File: src/rtl/core/wbp_pkg.sv
// ----------------------------------------------------------------------------
// wbp_pkg
// shared types and constants of the waveform bit-plane plotter
// ----------------------------------------------------------------------------
`default_nettype none

package wbp_pkg;

  // sample-to-offset table
  localparam int TABLE_ENTRIES = 256;
  localparam int TBL_HALF      = TABLE_ENTRIES / 2;   // largest sample magnitude
  localparam int TBL_DEPTH     = TBL_HALF + 1;        // magnitudes 0..TBL_HALF
  localparam int TBL_AW        = $clog2(TBL_DEPTH);
  localparam int TCNT_W        = $clog2(TBL_DEPTH + 1);

  // field widths
  localparam int SMP_W    = 8;
  localparam int HH_W     = 8;
  localparam int PITCH_W  = 8;
  localparam int STRIDE_W = 8;
  localparam int CNT_W    = 16;
  localparam int ADDR_W   = 24;
  localparam int MASK_W   = 16;
  localparam int BIT_W    = $clog2(MASK_W);
  localparam int OFS_W    = 16;
  localparam int ACC_W    = 16;

  localparam logic [MASK_W-1:0] MASK_LEFT = 16'h8000;
  localparam logic [ACC_W-1:0]  ACC_WRAP  = 16'd128;

  // configuration port
  localparam int CFG_IDX_W  = 3;
  localparam int CFG_DATA_W = 24;

  typedef enum logic [CFG_IDX_W-1:0] {
    REG_HALF_HEIGHT   = 3'd0,
    REG_ROW_PITCH     = 3'd1,
    REG_SAMPLE_STRIDE = 3'd2,
    REG_POINT_COUNT   = 3'd3,
    REG_SCREEN_BASE   = 3'd4
  } cfg_reg_t;

  // controller to datapath
  typedef struct packed {
    logic build_restart;
    logic build_en;
    logic accept;
    logic out_load;
  } ctrl_cmd_t;

  // datapath to controller
  typedef struct packed {
    logic tbl_wr;
    logic build_done;
    logic point;
  } dp_status_t;

endpackage

`default_nettype wire

File: src/rtl/core/wbp_ctrl.sv
// ----------------------------------------------------------------------------
// wbp_ctrl
// table rebuild sequencing and request handshake control
// ----------------------------------------------------------------------------
`default_nettype none

module wbp_ctrl (
  input  logic                clk,
  input  logic                rst_n,
  input  logic                in_valid,
  output logic                in_stall,
  output logic                out_valid,
  input  logic                out_stall,
  input  wbp_pkg::dp_status_t status,
  output wbp_pkg::ctrl_cmd_t  cmd
);
  import wbp_pkg::*;

  typedef enum logic [1:0] {
    ST_BUILD = 2'b01,
    ST_RUN   = 2'b10
  } state_t;

  state_t state_r, state_nxt;
  logic   s1_valid_r, s1_valid_nxt;
  logic   out_valid_r, out_valid_nxt;
  logic   out_free, s1_adv, accept;

  always_comb begin
    state_nxt = state_r;
    case (state_r)
      ST_BUILD: begin
        if (status.build_done && !status.tbl_wr) state_nxt = ST_RUN;
      end
      ST_RUN: begin
        if (status.tbl_wr) state_nxt = ST_BUILD;
      end
      default: state_nxt = ST_BUILD;
    endcase
  end

  assign out_free = !out_valid_r || !out_stall;
  assign s1_adv   = s1_valid_r && out_free;
  assign in_stall = (state_r != ST_RUN) || (s1_valid_r && !out_free);
  assign accept   = in_valid && !in_stall;

  always_comb begin
    if (accept) s1_valid_nxt = status.point;
    else if (s1_adv) s1_valid_nxt = 1'b0;
    else s1_valid_nxt = s1_valid_r;

    if (s1_adv) out_valid_nxt = 1'b1;
    else if (!out_stall) out_valid_nxt = 1'b0;
    else out_valid_nxt = out_valid_r;
  end

  always_ff @(posedge clk) begin
    if (!rst_n) begin
      state_r     <= ST_BUILD;
      s1_valid_r  <= 1'b0;
      out_valid_r <= 1'b0;
    end else begin
      state_r     <= state_nxt;
      s1_valid_r  <= s1_valid_nxt;
      out_valid_r <= out_valid_nxt;
    end
  end

  assign out_valid         = out_valid_r;
  assign cmd.build_restart = status.tbl_wr;
  assign cmd.build_en      = (state_r == ST_BUILD) && !status.tbl_wr;
  assign cmd.accept        = accept;
  assign cmd.out_load      = s1_adv;

endmodule

`default_nettype wire

File: src/rtl/core/wbp_dp.sv
// ----------------------------------------------------------------------------
// wbp_dp
// config registers, offset table, plot position state and address path
// ----------------------------------------------------------------------------
`default_nettype none

module wbp_dp #(
  parameter int PLANE_WORDS = 4
) (
  input  logic                                 clk,
  input  logic                                 rst_n,
  input  logic                                 cfg_we,
  input  logic [wbp_pkg::CFG_IDX_W-1:0]        cfg_index,
  input  logic [wbp_pkg::CFG_DATA_W-1:0]       cfg_data,
  input  logic signed [wbp_pkg::SMP_W-1:0]     in_sample,
  input  logic                                 in_restart,
  input  wbp_pkg::ctrl_cmd_t                   cmd,
  output wbp_pkg::dp_status_t                  status,
  output logic [wbp_pkg::ADDR_W-1:0]           out_word_address,
  output logic [wbp_pkg::MASK_W-1:0]           out_pixel_mask,
  output logic                                 out_last_point
);
  import wbp_pkg::*;

  // config registers
  logic [HH_W-1:0]     half_height_r;
  logic [PITCH_W-1:0]  row_pitch_r;
  logic [STRIDE_W-1:0] sample_stride_r;
  logic [CNT_W-1:0]    point_count_r;
  logic [ADDR_W-1:0]   screen_base_r;

  always_ff @(posedge clk) begin
    if (!rst_n) begin
      half_height_r   <= HH_W'(64);
      row_pitch_r     <= PITCH_W'(160);
      sample_stride_r <= STRIDE_W'(1);
      point_count_r   <= CNT_W'(1);
      screen_base_r   <= '0;
    end else if (cfg_we) begin
      case (cfg_index)
        REG_HALF_HEIGHT:   half_height_r   <= cfg_data[HH_W-1:0];
        REG_ROW_PITCH:     row_pitch_r     <= cfg_data[PITCH_W-1:0];
        REG_SAMPLE_STRIDE: sample_stride_r <= cfg_data[STRIDE_W-1:0];
        REG_POINT_COUNT:   point_count_r   <= cfg_data[CNT_W-1:0];
        REG_SCREEN_BASE:   screen_base_r   <= cfg_data[ADDR_W-1:0];
        default: ;
      endcase
    end
  end

  assign status.tbl_wr = cfg_we &&
    (cfg_index == REG_HALF_HEIGHT || cfg_index == REG_ROW_PITCH);

  // table builder, one magnitude per cycle
  logic [TCNT_W-1:0] t_r;
  logic [ACC_W-1:0]  acc_r, acc_nxt, acc_sum;
  logic [OFS_W-1:0]  inc_r, inc_nxt;

  assign acc_sum = acc_r + ACC_W'(half_height_r);

  always_comb begin
    if (t_r == '0) begin
      acc_nxt = '0;
      inc_nxt = '0;
    end else if (acc_sum >= ACC_WRAP) begin
      acc_nxt = acc_sum - ACC_WRAP;
      inc_nxt = inc_r + OFS_W'(row_pitch_r);
    end else begin
      acc_nxt = acc_sum;
      inc_nxt = inc_r;
    end
  end

  assign status.build_done = (t_r == TCNT_W'(TBL_HALF));

  always_ff @(posedge clk) begin
    if (!rst_n) begin
      t_r   <= '0;
      acc_r <= '0;
      inc_r <= '0;
    end else if (cmd.build_restart) begin
      t_r <= '0;
    end else if (cmd.build_en) begin
      acc_r <= acc_nxt;
      inc_r <= inc_nxt;
      if (!status.build_done) t_r <= t_r + 1'b1;
    end
  end

  // offset magnitude per sample magnitude
  logic [OFS_W-1:0]  tbl_mem [TBL_DEPTH];
  logic [OFS_W-1:0]  rd_r;
  logic [TBL_AW-1:0] mag;

  assign mag = in_sample[SMP_W-1] ? TBL_AW'(-in_sample) : TBL_AW'(in_sample);

  always_ff @(posedge clk) begin
    if (cmd.build_en) tbl_mem[t_r[TBL_AW-1:0]] <= inc_nxt;
    if (cmd.accept) rd_r <= tbl_mem[mag];
  end

  // plot position state
  logic [BIT_W-1:0]    bit_r, eff_bit, bit_inc;
  logic [ADDR_W-1:0]   group_r, eff_group;
  logic [CNT_W-1:0]    pts_r, eff_pts, pts_inc, limit;
  logic [STRIDE_W-1:0] skip_r, eff_skip, stride_m1;
  logic                done_r, eff_done, last;

  assign eff_bit   = in_restart ? '0   : bit_r;
  assign eff_group = in_restart ? '0   : group_r;
  assign eff_pts   = in_restart ? '0   : pts_r;
  assign eff_skip  = in_restart ? '0   : skip_r;
  assign eff_done  = in_restart ? 1'b0 : done_r;

  assign status.point = !eff_done && (eff_skip == '0);

  assign bit_inc   = eff_bit + 1'b1;
  assign pts_inc   = eff_pts + 1'b1;
  assign limit     = (point_count_r == '0) ? CNT_W'(1) : point_count_r;
  assign last      = pts_inc >= limit;
  assign stride_m1 = (sample_stride_r == '0) ? '0 : sample_stride_r - 1'b1;

  always_ff @(posedge clk) begin
    if (!rst_n) begin
      bit_r   <= '0;
      group_r <= '0;
      pts_r   <= '0;
      skip_r  <= '0;
      done_r  <= 1'b0;
    end else if (cmd.accept) begin
      bit_r   <= eff_bit;
      group_r <= eff_group;
      pts_r   <= eff_pts;
      skip_r  <= eff_skip;
      done_r  <= eff_done;
      if (!eff_done) begin
        if (eff_skip != '0) begin
          skip_r <= eff_skip - 1'b1;
        end else begin
          bit_r  <= bit_inc;
          pts_r  <= pts_inc;
          skip_r <= stride_m1;
          done_r <= last;
          if (bit_inc == '0) group_r <= eff_group + ADDR_W'(PLANE_WORDS);
        end
      end
    end
  end

  // point stage, waits for the table read
  logic              s1_neg_r, s1_last_r;
  logic [ADDR_W-1:0] s1_group_r;
  logic [MASK_W-1:0] s1_mask_r;

  always_ff @(posedge clk) begin
    if (cmd.accept && status.point) begin
      s1_neg_r   <= in_sample[SMP_W-1];
      s1_group_r <= eff_group;
      s1_mask_r  <= MASK_LEFT >> eff_bit;
      s1_last_r  <= last;
    end
  end

  // signed byte offset halved to words, sign extended
  logic [OFS_W-1:0]  ofs;
  logic [ADDR_W-1:0] half_ext;

  assign ofs      = s1_neg_r ? (~rd_r + 1'b1) : rd_r;
  assign half_ext = {{(ADDR_W-OFS_W+1){ofs[OFS_W-1]}}, ofs[OFS_W-1:1]};

  always_ff @(posedge clk) begin
    if (cmd.out_load) begin
      out_word_address <= screen_base_r + s1_group_r + half_ext;
      out_pixel_mask   <= s1_mask_r;
      out_last_point   <= s1_last_r;
    end
  end

endmodule

`default_nettype wire

File: src/rtl/core/waveform_bitplane_plotter.sv
// ----------------------------------------------------------------------------
// waveform_bitplane_plotter
// plots signed samples as one-hot OR-writes on an interleaved bit-plane screen
// ----------------------------------------------------------------------------
// path: a plotted sample goes through the point stage, then the output register
// throughput: one sample request per cycle unless stalled, set by the
//   single-port offset table (one read per cycle) and its two-stage point path
// reset: synchronous; after reset, and after each write of half_height or
//   row_pitch, the table is rebuilt while in_stall stays high
`default_nettype none

module waveform_bitplane_plotter #(
  parameter int PLANE_WORDS = 4
) (
  input  logic                                 clk,
  input  logic                                 rst_n,
  // configuration writes
  input  logic                                 cfg_we,
  input  logic [wbp_pkg::CFG_IDX_W-1:0]        cfg_index,
  input  logic [wbp_pkg::CFG_DATA_W-1:0]       cfg_data,
  // sample requests
  input  logic                                 in_valid,
  output logic                                 in_stall,
  input  logic signed [wbp_pkg::SMP_W-1:0]     in_sample,
  input  logic                                 in_restart,
  // pixel write requests
  output logic                                 out_valid,
  input  logic                                 out_stall,
  output logic [wbp_pkg::ADDR_W-1:0]           out_word_address,
  output logic [wbp_pkg::MASK_W-1:0]           out_pixel_mask,
  output logic                                 out_last_point
);
  import wbp_pkg::*;

  ctrl_cmd_t  cmd;
  dp_status_t status;

  // controller: rebuild sequencing, point stage and output register valids
  wbp_ctrl u_ctrl (
    .clk       (clk),
    .rst_n     (rst_n),
    .in_valid  (in_valid),
    .in_stall  (in_stall),
    .out_valid (out_valid),
    .out_stall (out_stall),
    .status    (status),
    .cmd       (cmd)
  );

  // datapath: registers, offset table, position counters, address adder
  wbp_dp #(
    .PLANE_WORDS (PLANE_WORDS)
  ) u_dp (
    .clk              (clk),
    .rst_n            (rst_n),
    .cfg_we           (cfg_we),
    .cfg_index        (cfg_index),
    .cfg_data         (cfg_data),
    .in_sample        (in_sample),
    .in_restart       (in_restart),
    .cmd              (cmd),
    .status           (status),
    .out_word_address (out_word_address),
    .out_pixel_mask   (out_pixel_mask),
    .out_last_point   (out_last_point)
  );

  // a pending pixel write always carries exactly one pixel
  a_mask_onehot: assert property (@(posedge clk) disable iff (!rst_n)
    out_valid |-> $onehot(out_pixel_mask))
    else $error("pixel mask not one-hot");

  // a scale or pitch write blocks samples while the table is rebuilt
  a_rebuild_stall: assert property (@(posedge clk) disable iff (!rst_n)
    $past(status.tbl_wr) |-> in_stall)
    else $error("sample taken during table rebuild");

  // no sample is taken right after reset, the table is not built yet
  a_reset_stall: assert property (@(posedge clk) disable iff (!rst_n)
    !$past(rst_n) |-> in_stall)
    else $error("sample taken before table built");

endmodule

`default_nettype wire
File: config.mk
export PLATFORM = sky130hd
export DESIGN_NAME = waveform_bitplane_plotter
export DESIGN_NICKNAME = d
export VERILOG_FILES = /design/src/rtl/core/wbp_pkg.sv /design/src/rtl/core/wbp_ctrl.sv /design/src/rtl/core/wbp_dp.sv /design/src/rtl/core/waveform_bitplane_plotter.sv
export SDC_FILE = /design/constraint.sdc
export NUM_CORES = 2
export LEC_CHECK = 0
export BUFFER_PORTS_ARGS = -buffer_cell sky130_fd_sc_hd__buf_2
export CAP_MARGIN = 25
export CORE_ASPECT_RATIO = 0.8
export CORE_UTILIZATION = 55
export CTS_BUF_LIST = sky130_fd_sc_hd__clkbuf_8
export CTS_CLUSTER_SIZE = 10
export DETAILED_ROUTE_END_ITERATION = 8
export GPL_TIMING_DRIVEN = 0
export PLACE_DENSITY_LB_ADDON = 0.08
export SYNTH_ARGS = -nofsm -noshare
export SYNTH_HDL_FRONTEND = slang
export SYNTH_SLANG_ARGS = --single-unit
File: constraint.sdc
create_clock -name clk -period 21.2 [get_ports clk]
set_input_delay 2.12 -clock clk [delete_from_list [all_inputs] [get_ports clk]]
set_output_delay 2.12 -clock clk [all_outputs]
set_load 0.1 [all_outputs]
==> results.cfg <==
[run_status]
status = finished, violations left
violations = design-rule violations

[floorplan]
die-height_um = 372
num_rows = 135
io_pins = 84
core_area_sq_um = 170000
die_area_sq_um = 173000
start_util = 0.555
chipWidth_um = 465

[synth]
syn_nets = 5698
async_reset_ff_frac = 0
synth_seq_cells = 2324
synthFlopType = edfxtp_1
synth_seq_area_share = 0.724
synth_cells = 5559
synth-edff-count = 2163
ys_types = 89
synth_area_per_cell_sq_um = 16.9
syn_area_sq_um = 94100
ys_warn_count = 0

[setup_path]
cp_num_buf_inv = 9
slowest_stage = a311oi_1
cpPeakStageDelay_ns = 1.03
end_kind = register
rr_startpoint = u_dp.rd_r[5]
crit_chain = buf_2 -> buf_4 -> buf_2 -> buf_2 -> buf_4 -> inv_1 -> ha_1 -> nand2b_1 -> xor2_1 -> buf_2 -> buf_2 -> clkbuf_1 -> nand2_1 -> a311oi_1 -> a31oi_1 -> o22ai_1 -> a21oi_1 -> o21ai_0
timing.critical_path.mode_cell = buf_2
worst-setup-path-type = in -> reg
start_kind = primary input
crit_start = in_sample[0]
crit_fanout = 10
cp_data_required_time_ns = 21.96
crit_family = buffers and inverters
worst-endpoint-arrival_ns = 9.67

[sta]
hold_viol = 0
tightest_slew_ns = 1.21
finClkSkew_ns = 0.0963
report.final.slew_viol_count = 0
finalCritPeriodShare = 0.420
hold_ws_ns = 0.421
rsz0062_at_grt = false
maxClockFrequency_mhz = 112
setup_viol = 0
tns_ns = 0
max-slew-margin-rel = 0.191
post-route-min-period_ns = 8.91

[finish]
fin_nets = 6330
area_growth_syn_to_layout_pct = 14.5
drive_gt1_frac = 0.237
fin_area_sq_um = 108000

[power]
ir_worst_vdd_uv = 70.6
seqPwrFrac = 0.524
powerDensity_nw_per_um2 = 91.4
power.leakage_nw = 34.4
p_int_w = 0.00721
clkPwrFrac = 0.356
comb_power_share = 0.121
p_sw_w = 0.00264
sw_frac_of_total = 0.268

[global_route]
grt_util_all_layers = 0.366
grt_max_degree = 51
grt_pass1_wl_um = 428000
antenna_found_initial = 22
grt_pass1_vias = 53948
overflow = 0

[clocking]
cts_resized = 0
clock_path_buffers = 4
cts_buffers = 366
holdBufCountCts = 0
root_buffer = clkbuf_8
cts_tree = built
htree_levels = 5
cts.sinks = 2324
cts_setup_buffers = 0
clk_latency_ns = 1.09
path_clk_slew_ns = 0.06

[flow_run]
cap_viol_max_count = 0

[drt]
wl_um = 316000
ant_nets = 0
remaining_drc_errors = 15
num_vias = 58226
drtIter0Drc = 10107
firstDrtPassIters = 9
routed_via_density = 6.67
wl_per_cell_um = 36.2

[placement]
io_buffers = 78
dp_hpwl_um = 215000
gp_congestion = 0.974
place_area_sq_um = 101000

[min_path]
hold_start = u_dp.s1_mask_r[12]
hold_path.class = reg -> reg
through the flow:
step           power, W  utilization  setup WS (ns)  cells
6_report        0.00985        0.636          12.29   8734
5_1_grt          0.0101        0.636          12.60   8726
3_5_place_dp    0.00638        0.597          11.80   8073
3_3_place_gp    0.00633        0.574           5.79   7897
4_1_cts         0.00980        0.635          12.93   8708
2_1_floorplan   0.00583            -          12.03   5559
worst paths after layout:
kind | end | slack (ns) | cells past startpoint
max | u_dp.rd_r[0] | 12.29 | 18
min | u_dp.out_pixel_mask[12] | 0.42 | 0
max reg2reg | u_dp.out_word_address[22] | 15.69 | 16
min reg2reg | u_dp.out_pixel_mask[12] | 0.42 | 0
power by group through the flow:
stage | Sequential [W] | Combinational [W] | Clock (W)
2_1_floorplan | 0.00528 | 0.000545 | 0
3_3_place_gp | 0.00533 | 0.00100 | 0
3_5_place_dp | 0.00525 | 0.00113 | 0
4_1_cts | 0.00516 | 0.00113 | 0.00351
5_1_grt | 0.00516 | 0.00121 | 0.00369
6_report | 0.00516 | 0.00119 | 0.00350
cells in the mapped netlist, drive strengths merged (4+ instances only):
cell type | count | area (sq um)
o22ai | 12 | 75.1
nor2 | 290 | 1090
and4 | 5 | 43.8
inv | 125 | 469
nor3 | 38 | 190
nor2b | 48 | 308
ha | 72 | 901
mux2i | 26 | 260
fa | 26 | 521
o21a | 12 | 90.1
nand4 | 24 | 163
a21oi | 124 | 621
a211oi | 16 | 125
o31ai | 5 | 37.5
o21bai | 5 | 37.5
clkbuf | 104 | 390
o211ai | 8 | 60.1
mux4 | 486 | 10900
a31oi | 52 | 325
and3 | 74 | 463
a21o | 24 | 180
or2 | 12 | 75.1
xor2 | 47 | 419
or3 | 22 | 138
nand3 | 203 | 1030
edfxtp | 2163 | 65000
o21ai | 62 | 322
a32oi | 4 | 35.0
xnor2 | 74 | 656
nor4 | 10 | 83.8
a32o | 8 | 80.1
and2 | 21 | 131
nand3b | 5 | 37.5
nand2b | 23 | 144
nor3b | 4 | 30.0
nand2 | 811 | 3040
buf | 187 | 955
dfxtp | 161 | 3220
a311oi | 86 | 753
a22oi | 24 | 180
routing by layer:
layer,track usage,wire length (um),up-vias,share of wire
met5,0.00551,351,-,0.0011
met4,0.162,16200,20,0.051
met3,0.161,51700,885,0.16
met2,0.493,129000,4703,0.41
met1,0.513,119000,29632,0.38
li1,-,-,22986,-
registers in the layout, indices dropped and copies added (netlist names), 16 cells and up:
| signal | count |
|---|---|
| u_dp.inc_r | 16 |
| u_dp.point_count_r | 16 |
| u_dp.s1_group_r | 24 |
| u_dp.tbl_mem | 2064 |
| u_dp.rd_r | 16 |
| u_dp.acc_r | 16 |
| u_dp.group_r | 24 |
| u_dp.s1_mask_r | 16 |
| u_dp.out_word_address | 24 |
| u_dp.pts_r | 16 |
| u_dp.screen_base_r | 24 |
| u_dp.out_pixel_mask | 16 |
cells by family after synthesis:
| family | count (synthesis) | synth area share |
|---|---|---|
| adders and majority gates | 98 | 0.0151 |
| xor gates and xnor gates | 121 | 0.0114 |
| buffers and inverters | 416 | 0.0193 |
| DFF | 2324 | 0.724 |
| AOI/OAI and AO/OA | 482 | 0.0352 |
| and+or+nand+nor | 1603 | 0.0755 |
| muxes | 515 | 0.119 |
placed cells by master, fill, tap and decap left out, types with 23 or more instances in the layout:
cell,instances
a21o_1,24
a21oi_1,124
a22oi_1,24
a311oi_1,86
a31oi_1,52
and3_1,74
buf_1,26
buf_12,42
buf_16,33
buf_2,223
buf_8,89
clkbuf_1,102
clkbuf_8,380
clkinv_1,92
clkinv_2,38
dfxtp_1,161
edfxtp_1,2163
fa_1,26
ha_1,72
inv_1,234
mux2i_1,26
mux4_2,486
nand2_1,811
nand2b_1,23
nand3_1,200
nor2_1,152
nor2_2,88
nor2_4,50
nor2b_1,47
nor3_1,31
o21ai_0,55
xnor2_1,73
xor2_1,45
layout make-up:
class,count,area [sq um]
clock inverter,255,1200
clock buffer,380,5230
inverter,125,469
sequential,2324,68200
multi-input combinational,2819,24800
fill,12071,61800
timing repair buffer,264,3700
tap,2260,2830
antenna,16,40.0
buffer,291,1350
(Power assumes the default switching activity.)
